==> config.mk <==
export PLATFORM = sky130hd
export DESIGN_NAME = mhi_engine
export DESIGN_NICKNAME = d
export VERILOG_FILES = /design/src/rtl/core/mhi_pkg.sv /design/src/rtl/core/mhi_engine.sv
export SDC_FILE = /design/constraint.sdc
export NUM_CORES = 1
export LEC_CHECK = 0
export BUFFER_PORTS_ARGS = -buffer_cell sky130_fd_sc_hd__buf_2
export CAP_MARGIN = 20
export CORE_AREA = 5 5 218 220
export CTS_CLUSTER_SIZE = 25
export DETAILED_ROUTE_END_ITERATION = 8
export DIE_AREA = 0 0 223 225
export GPL_TIMING_DRIVEN = 0
export PLACE_DENSITY = 0.67
export SYNTH_ARGS = -nofsm -noshare
export SYNTH_HDL_FRONTEND = slang
export SYNTH_SLANG_ARGS = --single-unit
==> constraint.sdc <==
create_clock -name clk -period 16.2 [get_ports clk]
set_clock_uncertainty 0.15 [all_clocks]
set_input_delay 3.24 -clock clk [delete_from_list [all_inputs] [get_ports clk]]
set_output_delay 3.24 -clock clk [all_outputs]
set_load 0.01 [all_outputs]
==> src/rtl/core/mhi_pkg.sv <==
`timescale 1ns / 1ps

package mhi_pkg;

	localparam int HEAP_DEPTH = 4096;
	localparam int ADDR_W     = $clog2(HEAP_DEPTH);
	localparam int POS_W      = 13;

	localparam logic OP_INSERT = 1'b0;
	localparam logic OP_READ   = 1'b1;

	localparam logic [1:0] ST_OK    = 2'd0;
	localparam logic [1:0] ST_FULL  = 2'd1;
	localparam logic [1:0] ST_RANGE = 2'd2;

	typedef struct packed {
		logic             op;
		logic [15:0]      key;
		logic [30:0]      population;
		logic [31:0]      area;
		logic [31:0]      gdp;
		logic [15:0]      record_tag;
		logic [POS_W-1:0] read_position;
	} req_t;

	typedef struct packed {
		logic [1:0]       status;
		logic [POS_W-1:0] entry_count;
		logic [15:0]      out_key;
		logic [30:0]      out_population;
		logic [31:0]      out_area;
		logic [31:0]      out_gdp;
		logic [15:0]      out_tag;
	} rsp_t;

	typedef struct packed {
		logic [15:0] key;
		logic [30:0] population;
		logic [31:0] area;
		logic [31:0] gdp;
		logic [15:0] tag;
	} rec_t;

	localparam int REC_W = $bits(rec_t);

	typedef enum logic [2:0] {
		S_IDLE,
		S_SIFT,
		S_PLACE,
		S_READ,
		S_DONE
	} state_t;

endpackage

==> src/rtl/core/mhi_engine.sv <==
`timescale 1ns / 1ps

module mhi_engine (
	input  logic                          clk,
	input  logic                          arst_n,
	input  logic                          req_valid,
	output logic                          req_stall,
	input  mhi_pkg::req_t                 req,
	output logic                          res_push,
	output mhi_pkg::rsp_t                 res,
	input  logic                          res_free,
	output logic                          rd_en,
	output logic [mhi_pkg::ADDR_W-1:0]    rd_addr,
	input  mhi_pkg::rec_t                 rd_data,
	output logic                          wr_en,
	output logic [mhi_pkg::ADDR_W-1:0]    wr_addr,
	output mhi_pkg::rec_t                 wr_data
);

	import mhi_pkg::*;

	state_t           state_q, state_d;
	logic [POS_W-1:0] count_q;
	logic [POS_W-1:0] pos_q;
	rec_t             rec_q;
	rsp_t             res_q;

	logic             take;
	logic             full;
	logic [POS_W-1:0] new_pos;
	logic [POS_W-1:0] new_parent;
	logic [POS_W-1:0] parent;
	logic [POS_W-1:0] grand;
	logic [POS_W-1:0] pos_m1;
	logic [POS_W-1:0] read_m1;
	logic [POS_W-1:0] new_parent_m1;
	logic [POS_W-1:0] grand_m1;
	logic             read_bad;
	logic             climb;
	rec_t             in_rec;
	rsp_t             res_init;

	assign take          = req_valid && (state_q == S_IDLE);
	assign req_stall     = (state_q != S_IDLE);
	assign full          = (count_q == POS_W'(HEAP_DEPTH));
	assign new_pos       = count_q + POS_W'(1);
	assign new_parent    = new_pos >> 1;
	assign new_parent_m1 = new_parent - POS_W'(1);
	assign parent        = pos_q >> 1;
	assign grand         = parent >> 1;
	assign grand_m1      = grand - POS_W'(1);
	assign pos_m1        = pos_q - POS_W'(1);
	assign read_m1       = req.read_position - POS_W'(1);
	assign read_bad      = (req.read_position == '0) || (req.read_position > count_q);
	assign climb         = (rec_q.key < rd_data.key);
	assign res           = res_q;

	assign in_rec.key        = req.key;
	assign in_rec.population = req.population;
	assign in_rec.area       = req.area;
	assign in_rec.gdp        = req.gdp;
	assign in_rec.tag        = req.record_tag;

	// status and count of the word taken now; record fields start at zero
	always_comb begin
		res_init = '0;
		if (req.op == OP_INSERT) begin
			res_init.status      = full ? ST_FULL : ST_OK;
			res_init.entry_count = full ? count_q : new_pos;
		end else begin
			res_init.status      = read_bad ? ST_RANGE : ST_OK;
			res_init.entry_count = count_q;
		end
	end

	// next state
	always_comb begin
		state_d = state_q;
		unique case (state_q)
			S_IDLE: begin
				if (take) begin
					if (req.op == OP_INSERT) begin
						if (full || new_pos == POS_W'(1)) begin
							state_d = S_DONE;
						end else begin
							state_d = S_SIFT;
						end
					end else begin
						state_d = read_bad ? S_DONE : S_READ;
					end
				end
			end
			S_SIFT: begin
				if (!climb) begin
					state_d = S_DONE;
				end else if (parent == POS_W'(1)) begin
					state_d = S_PLACE;
				end
			end
			S_PLACE: state_d = S_DONE;
			S_READ:  state_d = S_DONE;
			S_DONE: begin
				if (res_free) begin
					state_d = S_IDLE;
				end
			end
			default: state_d = S_IDLE;
		endcase
	end

	// memory controls
	always_comb begin
		rd_en    = 1'b0;
		rd_addr  = '0;
		wr_en    = 1'b0;
		wr_addr  = pos_m1[ADDR_W-1:0];
		wr_data  = rec_q;
		res_push = 1'b0;
		unique case (state_q)
			S_IDLE: begin
				if (take) begin
					if (req.op == OP_INSERT) begin
						if (!full && new_pos == POS_W'(1)) begin
							wr_en   = 1'b1;
							wr_addr = '0;
							wr_data = in_rec;
						end else if (!full) begin
							rd_en   = 1'b1;
							rd_addr = new_parent_m1[ADDR_W-1:0];
						end
					end else if (!read_bad) begin
						rd_en   = 1'b1;
						rd_addr = read_m1[ADDR_W-1:0];
					end
				end
			end
			S_SIFT: begin
				// move the parent down into the hole and fetch the next parent, or place the new record in the hole
				wr_en = 1'b1;
				if (climb) begin
					wr_data = rd_data;
					if (parent != POS_W'(1)) begin
						rd_en   = 1'b1;
						rd_addr = grand_m1[ADDR_W-1:0];
					end
				end
			end
			S_PLACE: wr_en = 1'b1;
			S_READ:  ;
			S_DONE:  res_push = 1'b1;
			default: ;
		endcase
	end

	always_ff @(posedge clk or negedge arst_n) begin
		if (!arst_n) begin
			state_q <= S_IDLE;
			count_q <= '0;
		end else begin
			state_q <= state_d;
			if (take && req.op == OP_INSERT && !full) begin
				count_q <= new_pos;
			end
		end
	end

	always_ff @(posedge clk) begin
		unique case (state_q)
			S_IDLE: begin
				if (take) begin
					rec_q <= in_rec;
					pos_q <= new_pos;
					res_q <= res_init;
				end
			end
			S_SIFT: begin
				if (climb) begin
					pos_q <= parent;
				end
			end
			S_READ: begin
				res_q <= rsp_t'({res_q.status, res_q.entry_count, rd_data});
			end
			S_PLACE, S_DONE: ;
			default: ;
		endcase
	end

endmodule

## Yosys cells after proc, flatten, opt, wreduce, memory -nomap -nowiden

Index checks and enable logic that the tools add are counted.

- Register bits after elaboration: 298
- Bits of input ports: 272
- Output and inout port bits: 297
- Word-level logic and storage cells: 102

- $add $sub $neg: 5
- $lt $le $gt $ge: 2
- Equal/unequal tests: 12
- Muxes and demuxes: 47
- Bitwise operators: 2
- Reduce and logical (&&, ||, !) cells: 19

Operators by type and width:

| operator | number |
|---|---|
| $mux W127 | 4 |
| $pmux W142 S2 | 1 |
| $pmux W127 S2 | 1 |
| $mux W142 | 1 |
| $mux W12 | 11 |
| $mux W13 | 3 |
| $sub A12 B1 Y12 const B | 3 |
| $pmux W13 S2 | 1 |
| $pmux W12 S2 | 1 |
| $mux W3 | 7 |
| $lt A16 B16 Y1 | 1 |
| $mux W15 | 1 |
| $add A13 B1 Y13 const B | 1 |
| $eq A13 B1 Y1 const B | 1 |
| $eq A13 B13 Y1 const B | 1 |
| $gt A13 B13 Y1 | 1 |
| $logic_not A13 Y1 | 1 |
| $eq A12 B1 Y1 const B | 1 |
| $mux W1 | 12 |
| $ne A12 B1 Y1 const B | 1 |
| $pmux W3 S4 | 1 |
| $sub A11 B1 Y12 const B | 1 |
| $reduce_and A3 Y1 | 3 |
| $eq A3 B2 Y1 const B | 2 |
| 15 further kinds | 26 |

## Depth between registers and ports, before layout

- Depth in word-level cells: 7
- Gate-level depth with buffers: 13
- Depth with buffers taken out: 9

## Worst setup path after synthesis

No wires, ideal clock.

- Path kind: input -> output
- From: in req_valid
- To: out wr_data[113] in the netlist's numbering
- Arrival: 7.113 ns
- Required time: 12.810 ns
- Setup slack: 5.697 ns
- Stages: 9
- Path through: nand2_1 > inv_1 > and3_4 > a31oi_1 > buf_4 > buf_6 > buf_6 > nand2_1 > nand2_1

RTL lines:

| what | line | source |
|---|---|---|
| from (decl) | mhi_engine.sv:6 | `input logic req_valid,` |
| to (decl) | mhi_engine.sv:17 | `output mhi_pkg::rec_t wr_data` |

==> results.txt <==
Once detail routing completed, the nets flagged for antenna violations numbered 0. At the end of routability-driven placement, the weighted congestion stood at 0.923. The sequential area share after synthesis was 60.1%; the average wire per cell in the routed design was 24.3 µm. The post-CTS resize count is 0. The critical path in this run is classified as input port to output pin. Measured against its own limit, the worst slew margin works out to 35.8%. After synthesis, the mean cell area works out to 11.2 µm². The cell depth of the worst hold path came out at 1. Setup repair after global routing left no endpoint under its margin. Counting every net in the synthesized netlist gives 1,623. The area added between synthesis and finish is 32.4%, and the height of the chip is 225 µm.

In this run the power density over the cells is 152 nW/µm². The number of buffers and inverters on the critical path is 5. In this run, synthesis inferred 282 flip-flops with an integrated enable.

The later pin in the worst-skew pair is clocked with a latency of 0.54 ns. Setup violations remaining at the end of the flow were counted as 0. Clock tree synthesis inserted a total of 35 buffers. For the leftover overflow at the end of global routing, the log shows 0. The worst stage delay on the critical path came out at 0.67 ns. The tools report the peak supply drop as 0.101 mV. Entering global routing, the biggest net connects 67 pins. The H-tree was split into 2 levels. The effective utilization at floorplan came out at 32.8%. For the count of different cell masters after synthesis, the log shows 62. Of the cells placed in the final design, the portion with a size suffix greater than 1 is 34.8%.

The tree is rooted in a sky130_fd_sc_hd__clkbuf_16. For this run, the leading register cell type out of synthesis is sky130_fd_sc_hd__edfxtp_1. The setup TNS after final layout is 0 ns. The critical path starts at req_valid.

The initial antenna violation count is 14, and the number of cell instances on the worst register-to-register path is 8. The total setup buffers inserted after CTS was 0. Startpoint type of the worst setup path: an input port. The wire-length estimate of the detail-placed layout is 48,500 µm.

After layout, the worst path uses 60.7% of the clock period. The cell family contributing the most delay on the critical path is buffers and inverters. The clock edge transition at the registers on the reported setup and hold paths was 0.06 ns; the count of final hold-check violations was 0.

At the pin with the least slew margin, the transition time is 0.962 ns. Synthesis produced a netlist whose cell count is 1,317. The tools report the wire length after detailed routing as 62,200 µm. The detailed router finished its first iteration with 1,151 violations.

Counting every sink on the clock net gives 298. The number of global-route vias before repair was 12,900. On the critical path, the stage with the largest delay is an instance of sky130_fd_sc_hd__clkbuf_1. The tools report the standard-cell row count as 78. The logs give 5 for the first-pass iteration count of the detailed router and 12.81 ns for the required time of the critical path. The count of hold buffers inserted by post-cts repair is 0, and the number of max-cap violations is 0. The worst register-to-register path ends at pos_q[7].

The achievable frequency was 102 MHz. For the maximum clock path buffer count, the log shows 3. Counting flops and latches in the post-synthesis netlist gives 298. In the routed design, unresolved DRC markers number 0.

The port buffer count is 568. In this run the critical register-to-register path is launched from rec_q[113]. The number of vias per cell after detailed routing came out at 5.17.

Worst min-delay path class: flop to flop. Global routing used 23.4% of the available tracks across all layers. STA puts the critical path data arrival time at 6.44 ns.

In the layout the commonest cells are sky130_fd_sc_hd__buf_2, sky130_fd_sc_hd__nand2_1, sky130_fd_sc_hd__edfxtp_1, sky130_fd_sc_hd__a22oi_1, sky130_fd_sc_hd__and2_1. TritonCTS built the clock tree. The Yosys warning count came out at 0.

The die covers 50,200 µm². The run finished with clean final reports. The minimum period implied by the final worst setup slack came out at 9.83 ns. The most common library cell in the layout ignoring fill and taps was sky130_fd_sc_hd__buf_2. The detailed router placed 13,200 vias in this run. After synthesis, the share of flip-flops with an asynchronous set or reset is 5.37%. Across all register-to-register paths, the minimum setup slack is 12.21 ns. The floorplan step set the die width to 223 µm.

The count of pins on the block boundary was 569. For hold timing, the worst endpoint is count_q[11]. The net count of the finished layout is 2,231. Traced cell by cell, the critical path runs through buf_2 > nand2_1 > inv_6 > buf_16 > nand2_4 > nor3_2 > clkbuf_1 > a22oi_1 > nand2_1 > buf_2. The total standard cell area after synthesis is 14,800 µm². The largest fanout on the critical path is 66. Number of pins exceeding their max-slew limit in the final report: 0.

The region available for standard cell placement spans 45,100 µm². The leakage power of the design is 8.51 nW, and the global-route wire length before repair is 87,700 µm. The tools report the beginning of the worst hold path as count_q[11]. Hold is met by 0.449 ns. The kind of end point of the critical path is an output pin.
-- stage by stage --
| stage | cell area (µm²) | worst slack (ns) | power, mW | instances | util, % |
|---|---|---|---|---|---|
| finish | 19500 | 6.37 | 2.97 | 2559 | 43.3 |
| global route | 19500 | 6.10 | 3.12 | 2552 | 43.3 |
| CTS | 19500 | 6.29 | 3.00 | 2549 | 43.3 |
| detailed placement | 18500 | 6.30 | 2.23 | 2488 | 40.9 |
| global placement | 18400 | 3.02 | 2.24 | 2485 | 40.7 |
| floorplan | 14800 | 5.70 | 1.71 | 1317 | - |
-- synthesized netlist by cell type, drive strengths merged (2+ instances only) --
cell | instances | share of area, %
nand2 | 303 | 7.8
edfxtp | 282 | 57
a22oi | 127 | 6.5
and2 | 116 | 4.9
nor2 | 74 | 1.9
xnor2 | 53 | 3.1
buf | 48 | 2.3
inv | 39 | 0.99
clkbuf | 34 | 0.86
ha | 34 | 2.9
o21ai | 22 | 0.75
a21oi | 20 | 0.68
nand3 | 19 | 0.64
xor2 | 19 | 1.1
dfrtp | 16 | 2.7
nor3 | 13 | 0.51
nand4 | 9 | 0.38
nor4 | 8 | 0.44
and3 | 7 | 0.33
nand2b | 7 | 0.30
a2bb2oi | 6 | 0.36
o221ai | 5 | 0.30
or3 | 5 | 0.21
or4 | 5 | 0.28
a211oi | 3 | 0.15
a31oi | 3 | 0.13
nor2b | 3 | 0.13
o31ai | 3 | 0.15
a311oi | 2 | 0.12
mux2 | 2 | 0.15
nor3b | 2 | 0.10
nor4b | 2 | 0.12
o211a | 2 | 0.14
o21a | 2 | 0.10
o21bai | 2 | 0.10
o22ai | 2 | 0.085
or3b | 2 | 0.12
-- cell families (layout without fill, tap and decap cells) --
group                      count (synthesis)  count (layout)  share of synthesized area [%]
and+or+nand+nor                          580             580                           18.4
DFF                                      298             298                           60.1
AOI/OAI and AO/OA                        209             209                           10.1
buffers and inverters                    122             754                           4.14
xor gates and xnor gates                  72              72                           4.27
adders and majority gates                 34              34                           2.88
muxes                                      2               2                          0.153
other                                      0              10                              0
-- how the worst max path moves through the flow --
| stage | cells past startpoint | slack (ns) | endpoint |
|---|---|---|---|
| 3_5_place_dp | 10 | 6.30 | wr_data[64] |
| 2_1_floorplan | 9 | 5.70 | wr_data[113] |
| 5_1_grt | 10 | 6.10 | wr_data[64] |
| 4_1_cts | 10 | 6.29 | wr_data[64] |
| 6_report | 10 | 6.37 | wr_data[64] |
| 3_3_place_gp | 9 | 3.02 | wr_data[64] |
-- state kept, by name, summed over array words and instances (netlist names) --
signal / flops
res: 142
rec_q: 127
count_q: 13
pos_q: 13
state_q: 3
-- cell type report --
cell class	count	area, µm²
repair buffers	571	2930
clock inverters	21	169
well taps	600	751
flip-flops and latches	298	8870
plain buffers	82	462
fillers	4363	25500
diodes	10	25.0
clock buffers	40	895
multi-input cells	897	5290
inverters	40	155
-- power by group --
part	internal [mW]	total [mW]	switching, mW
clock	0.431	0.758	0.328
sequential	1.07	1.15	0.0733
combinational	0.357	1.07	0.710
-- routing by layer --
layer  track usage, %  part of all wire, %
met5                0                 0.10
met3             6.62                  9.3
met1             28.0                   38
met4             9.23                  4.4
met2             40.1                   49
(Power assumes the default switching activity.)
